===== config.mk =====
export PLATFORM = sky130hd
export DESIGN_NAME = swot_merge
export DESIGN_NICKNAME = d
export VERILOG_FILES = /design/src/rtl/swot_pkg.sv /design/src/rtl/swot_merge.sv
export SDC_FILE = /design/constraint.sdc
export NUM_CORES = 2
export LEC_CHECK = 0
export BUFFER_PORTS_ARGS = -buffer_cell sky130_fd_sc_hd__buf_2
export CAP_MARGIN = 40
export CORE_MARGIN = 1
export CORE_UTILIZATION = 50
export CTS_BUF_LIST = sky130_fd_sc_hd__clkbuf_2
export DETAILED_ROUTE_END_ITERATION = 8
export GPL_TIMING_DRIVEN = 0
export MAX_ROUTING_LAYER = met4
export PLACE_DENSITY_LB_ADDON = 0.1
export RECOVER_POWER = 25
export SYNTH_ARGS = -nofsm -noshare
export SYNTH_HDL_FRONTEND = slang
export SYNTH_SLANG_ARGS = --single-unit

===== constraint.sdc =====
create_clock -name clk -period 10.45 [get_ports clk]
set_clock_uncertainty 0.05 [all_clocks]
set_input_delay 1.045 -clock clk [delete_from_list [all_inputs] [get_ports clk]]
set_output_delay 1.045 -clock clk [all_outputs]
set_load 0.005 [all_outputs]

===== src/rtl/swot_pkg.sv =====
package swot_pkg;

    localparam int ANGLE_BITS_DEF = 16;

    localparam int WHEELS   = 4;
    localparam int LANE_ST  = 6;
    localparam int MERGE_ST = 3;
    localparam int STAGES   = LANE_ST + MERGE_ST;

    localparam int VW = 26;
    localparam int SW = VW + 2;

    localparam logic [1:0] REG_WHEEL_RADIUS   = 2'd0;
    localparam logic [1:0] REG_INV_HALF_BASE  = 2'd1;
    localparam logic [1:0] REG_INV_HALF_TRACK = 2'd2;

    localparam logic [15:0] RADIUS_RST = 16'd13107;
    localparam logic [15:0] INV_B_RST  = 16'd640;
    localparam logic [15:0] INV_T_RST  = 16'd640;

    localparam logic [15:0] SIN_A = 16'd51472;
    localparam logic [14:0] SIN_B = 15'd21024;
    localparam logic [11:0] SIN_C = 12'd2320;

    localparam logic [31:0] QUARTER = 32'h4000_0000;
    localparam logic [31:0] HALF    = 32'h8000_0000;

    typedef struct packed {
        logic signed [15:0] spin_a;
        logic signed [15:0] spin_b;
        logic signed [15:0] spin_c;
        logic signed [15:0] spin_d;
        logic [15:0]        steer_a;
        logic [15:0]        steer_b;
        logic [15:0]        steer_c;
        logic [15:0]        steer_d;
    } in_t;

    typedef struct packed {
        logic signed [15:0] forward_speed;
        logic signed [15:0] lateral_speed;
        logic signed [15:0] yaw_rate;
    } out_t;

    // {negate, folded magnitude >> 15}
    function automatic logic [16:0] sine_fold(input logic [31:0] x);
        logic [31:0] xf;
        logic [31:0] m;
        logic        neg;
        xf  = ((x + QUARTER) & HALF) != 32'd0 ? HALF - x : x;
        neg = xf[31];
        m   = neg ? 32'd0 - xf : xf;
        return {neg, m[30:15]};
    endfunction

endpackage


===== src/rtl/swot_merge.sv =====
module swot_merge (
    input  logic                                clk,
    input  logic [swot_pkg::MERGE_ST-1:0]       en,
    input  logic [15:0]                         inv_half_base,
    input  logic [15:0]                         inv_half_track,
    input  logic signed [swot_pkg::VW-1:0]      vx [swot_pkg::WHEELS],
    input  logic signed [swot_pkg::VW-1:0]      vy [swot_pkg::WHEELS],
    output swot_pkg::out_t                      result
);

    localparam int SW = swot_pkg::SW;

    logic signed [SW-1:0] sx_reg;
    logic signed [SW-1:0] sy_reg;
    logic signed [SW-1:0] cx_reg;
    logic signed [SW-1:0] cy_reg;
    logic signed [18:0]   mx_reg;
    logic signed [18:0]   my_reg;
    logic signed [SW+16:0] px_reg;
    logic signed [SW+16:0] py_reg;
    swot_pkg::out_t        out_reg;

    logic signed [SW-1:0]  e [swot_pkg::WHEELS][2];
    logic signed [SW-1:0]  rx;
    logic signed [SW-1:0]  ry;
    logic signed [SW+17:0] ysum;
    logic signed [SW+17:0] yrnd;
    logic signed [26:0]    yaw;
    logic signed [18:0]    lat;

    function automatic logic signed [15:0] sat16(input logic signed [26:0] v);
        if (v > 27'sd32767)
            return 16'sh7FFF;
        else if (v < -27'sd32768)
            return 16'sh8000;
        else
            return v[15:0];
    endfunction

    always_comb
    begin
        for (int i = 0; i < swot_pkg::WHEELS; i++)
        begin
            e[i][0] = SW'(vx[i]);
            e[i][1] = SW'(vy[i]);
        end
        rx   = sx_reg + (SW'(1) <<< 9);
        ry   = sy_reg + (SW'(1) <<< 9);
        ysum = (SW+18)'(px_reg) + (SW+18)'(py_reg);
        yrnd = ysum + ((SW+18)'(1) <<< 18);
        yaw  = yrnd[SW+17:19];
        lat  = -mx_reg;
    end

    always_ff @(posedge clk)
    begin
        if (en[0])
        begin
            sx_reg <= e[0][0] + e[1][0] + e[2][0] + e[3][0];
            sy_reg <= e[0][1] + e[1][1] + e[2][1] + e[3][1];
            cx_reg <= e[1][0] + e[2][0] - e[0][0] - e[3][0];
            cy_reg <= e[0][1] + e[1][1] - e[2][1] - e[3][1];
        end
        if (en[1])
        begin
            mx_reg <= 19'(rx >>> 10);
            my_reg <= 19'(ry >>> 10);
            px_reg <= $signed({1'b0, inv_half_track}) * cx_reg;
            py_reg <= $signed({1'b0, inv_half_base}) * cy_reg;
        end
        if (en[2])
        begin
            out_reg.forward_speed <= sat16(27'(my_reg));
            out_reg.lateral_speed <= sat16(27'(lat));
            out_reg.yaw_rate      <= sat16(yaw);
        end
    end

    assign result = out_reg;

endmodule


==> flow_summary.yaml <==
run_status:
  status: "complete, but fails checks"
  violations: "capacitance limit, slew limit"
clocking:
  cts.path.max_buffers: 3
  cts.clk_slew.worst_paths_ns: 0.09
  tritoncts: "built"
  clk_latency_ns: 1.18
  post-cts-setup-buffer-count: 0
  ctsHtreeMaxLevel: 3
  root_buffer: "clkbuf_2"
  cts_made_buffers: 79
  clock-sinks: 268
final_layout:
  regArea_mm2: 0.00805
  nFillCells: 9951
  largest_reg_flops: 48
  stdcell_count: 7350
  area_growth_pct: 7.32
  multiInputGateArea_mm2: 0.0395
  fin_util: 0.542
  drive_above_1_share: 0.0756
  nNetsFinal: 7607
setup_path:
  crit_type: "primary input to flip-flop"
  cp-startpoint: "inv_half_base[2]"
  reg2regPathDepth: 24
  rr_endpoint: "py_reg[43]"
  critPathMaxFanout: 10
  required_ns: 11.30
  critPathCaptureType: "flip-flop"
  r2r_start: "cy_reg[13]"
  r2r_setup_slack_ns: 2.15
  startpoint_type: "primary input"
  crit_arrival_ns: 9.24
  worstSetupEndpoint: "py_reg[43]"
route:
  viasPerCell: 5.22
  route.met2.wl_mm: 61.7
  postRouteAntennaNets: 0
  topRoutingLayerUsed: "met4"
  num_vias: 38300
  wl_per_cell_um: 17.8
  wl_met1_mm: 58.1
  route.detailed.drc: 0
  firstDrtPassIters: 7
  wl_met3_mm: 8.42
  totalWireLength_mm: 131
  drtIter0Drc: 2229
placed_design:
  gp_congestion: 0.931
  place_inst: 7205
  io_buffers: 269
  dpl.hpwl_mm: 112
sta:
  drv_slew: 189
  whs_ns: 0.246
  worst_pin_slew_ns: 3.67
  hold_viol: 0
  fin_crit_sh: 0.803
  period_needed_ns: 8.39
  setup_violations: 0
  slew_headroom: -1.45
  fmax_mhz: 119
  setup_tns_ns: 0
  grt_setup_unrepaired: "false"
synthesis:
  synth.cells.most_frequent: "inv_1, fa_1, nand2_1"
  netlist_instances: 5536
  avgSynthCellArea_um2: 9.60
  synth_top_area_share: 0.387
  synth_area_leaders: "fa_1, edfxtp_1, ha_1, inv_1, nand2_1"
  async_flop_share: 0
  synth_cell_type_count: 92
  yosysTopAreaCell: "fa_1"
  synth_edf_count: 268
  ys.flop_type: "edfxtp_1"
  yosys_register_bits: 268
  ys_seq_area_frac: 0.151
  synth_area_mm2: 0.0531
  post-synth-top-count-cell: "inv_1"
  yosysWarnings: 0
  synth_fp_nets: 7247
global_route:
  grt_pass1_vias: 39900
  grt_pass1_wl_mm: 212
  grtUsageTotal: 0.263
  grt_overflow: 0
  antenna_found_initial: 11
  grt_max_degree: 68
die:
  ios: 292
  die_area_mm2: 0.108
  design.core.area_mm2: 0.105
  initial_utilization: 0.505
  die_h_um: 328
  die_w_um: 328
  core.rowCount: 119
worst_hold_path:
  min_path_type: "primary input to flip-flop"
job:
  max_cap_violations: 4
-- critical path, stage by stage --
cell,delay (ns)
clkbuf_1,0.65
clkbuf_1,0.65
nand2_1,0.17
fa_1,0.54
fa_1,0.56
inv_1,0.06
fa_1,0.48
fa_1,0.54
fa_1,0.50
inv_1,0.05
fa_1,0.52
inv_1,0.06
ha_1,0.35
and4_1,0.27
and2_1,0.26
nand3_1,0.11
nor3_1,0.34
o31a_1,0.27
o211a_1,0.22
o21ai_1,0.14
a211oi_1,0.60
o21ai_1,0.15
a21oi_1,0.26
nor4_1,0.07
a311o_1,0.32
-- cells in the final DEF, fill, tap and decap left out, types with 13 or more instances in the layout --
| cell | count |
|---|---|
| inv_1 | 1301 |
| fa_1 | 1026 |
| nand2_1 | 662 |
| ha_1 | 441 |
| and2_1 | 385 |
| buf_2 | 268 |
| edfxtp_1 | 268 |
| a21oi_1 | 190 |
| nor2_1 | 180 |
| xnor2_1 | 179 |
| clkbuf_1 | 158 |
| clkbuf_2 | 105 |
| a21o_1 | 89 |
| o21ai_0 | 88 |
| xor2_1 | 84 |
| nand3_1 | 55 |
| o21bai_1 | 40 |
| nor3_1 | 30 |
| nand2b_1 | 30 |
| and3_1 | 28 |
| nor2b_1 | 27 |
| o21a_1 | 27 |
| clkinv_1 | 20 |
| a31oi_1 | 18 |
| nand4_1 | 17 |
| a211oi_1 | 15 |
| or3_1 | 13 |
-- cell families after synthesis --
| group | share of synthesized area |
|---|---|
| xor gates and xnor gates | 0.0433 |
| and+or+nand+nor | 0.134 |
| AOI/OAI and AO/OA | 0.0760 |
| muxes | 0.000589 |
| DFF | 0.151 |
| adders and majority gates | 0.490 |
| buffers and inverters | 0.104 |
-- layer usage --
metal / up-vias / global-route usage
met1: 19400 / 0.358
met5: - / -
met4: 0 / 0.0618
met2: 1057 / 0.414
li1: 17700 / -
met3: 173 / 0.0401
-- repair_timing --
action / in CTS / in global routing
endpoints found under the hold margin: 1 / 0
resized for setup: 0 / 0
hold buffers: 1 / 0
-- final cells by class --
type                            count  area share
Clock buffer                      105     0.00922
Antenna cell                        5    0.000219
Timing Repair Buffer              279      0.0253
Clock inverter                     34     0.00290
Tap cell                         1391      0.0305
Multi-Input combinational cell   3801       0.693
Sequential cell                   268       0.141
Buffer                            166      0.0116
Inverter                         1301      0.0856
-- stage by stage --
step | cell area [um^2] | setup slack (ns)
after detailed placement | 56400 | 1.17
after CTS | 57100 | 2.39
after global placement | 56200 | 1.09
final | 57000 | 2.06
after floorplan | 53100 | 2.82
after global routing | 57000 | 1.91
-- worst min-delay path by stage --
stage | slack, ns | cells past startpoint | end | start
2_1_floorplan | 0.48 | 1 | mx_reg[17] | sx_reg[27]
3_3_place_gp | 0.50 | 1 | mx_reg[17] | sx_reg[27]
3_5_place_dp | 0.50 | 1 | mx_reg[17] | sx_reg[27]
4_1_cts | 0.06 | 2 | cy_reg[0] | vy[26]
5_1_grt | 0.16 | 2 | cy_reg[0] | vy[26]
6_report | 0.25 | 2 | cy_reg[0] | vy[26]
Power is left out: the tool's default activity adds up to more than one toggle a clock period on the data nets, which glitch-free logic cannot reach.
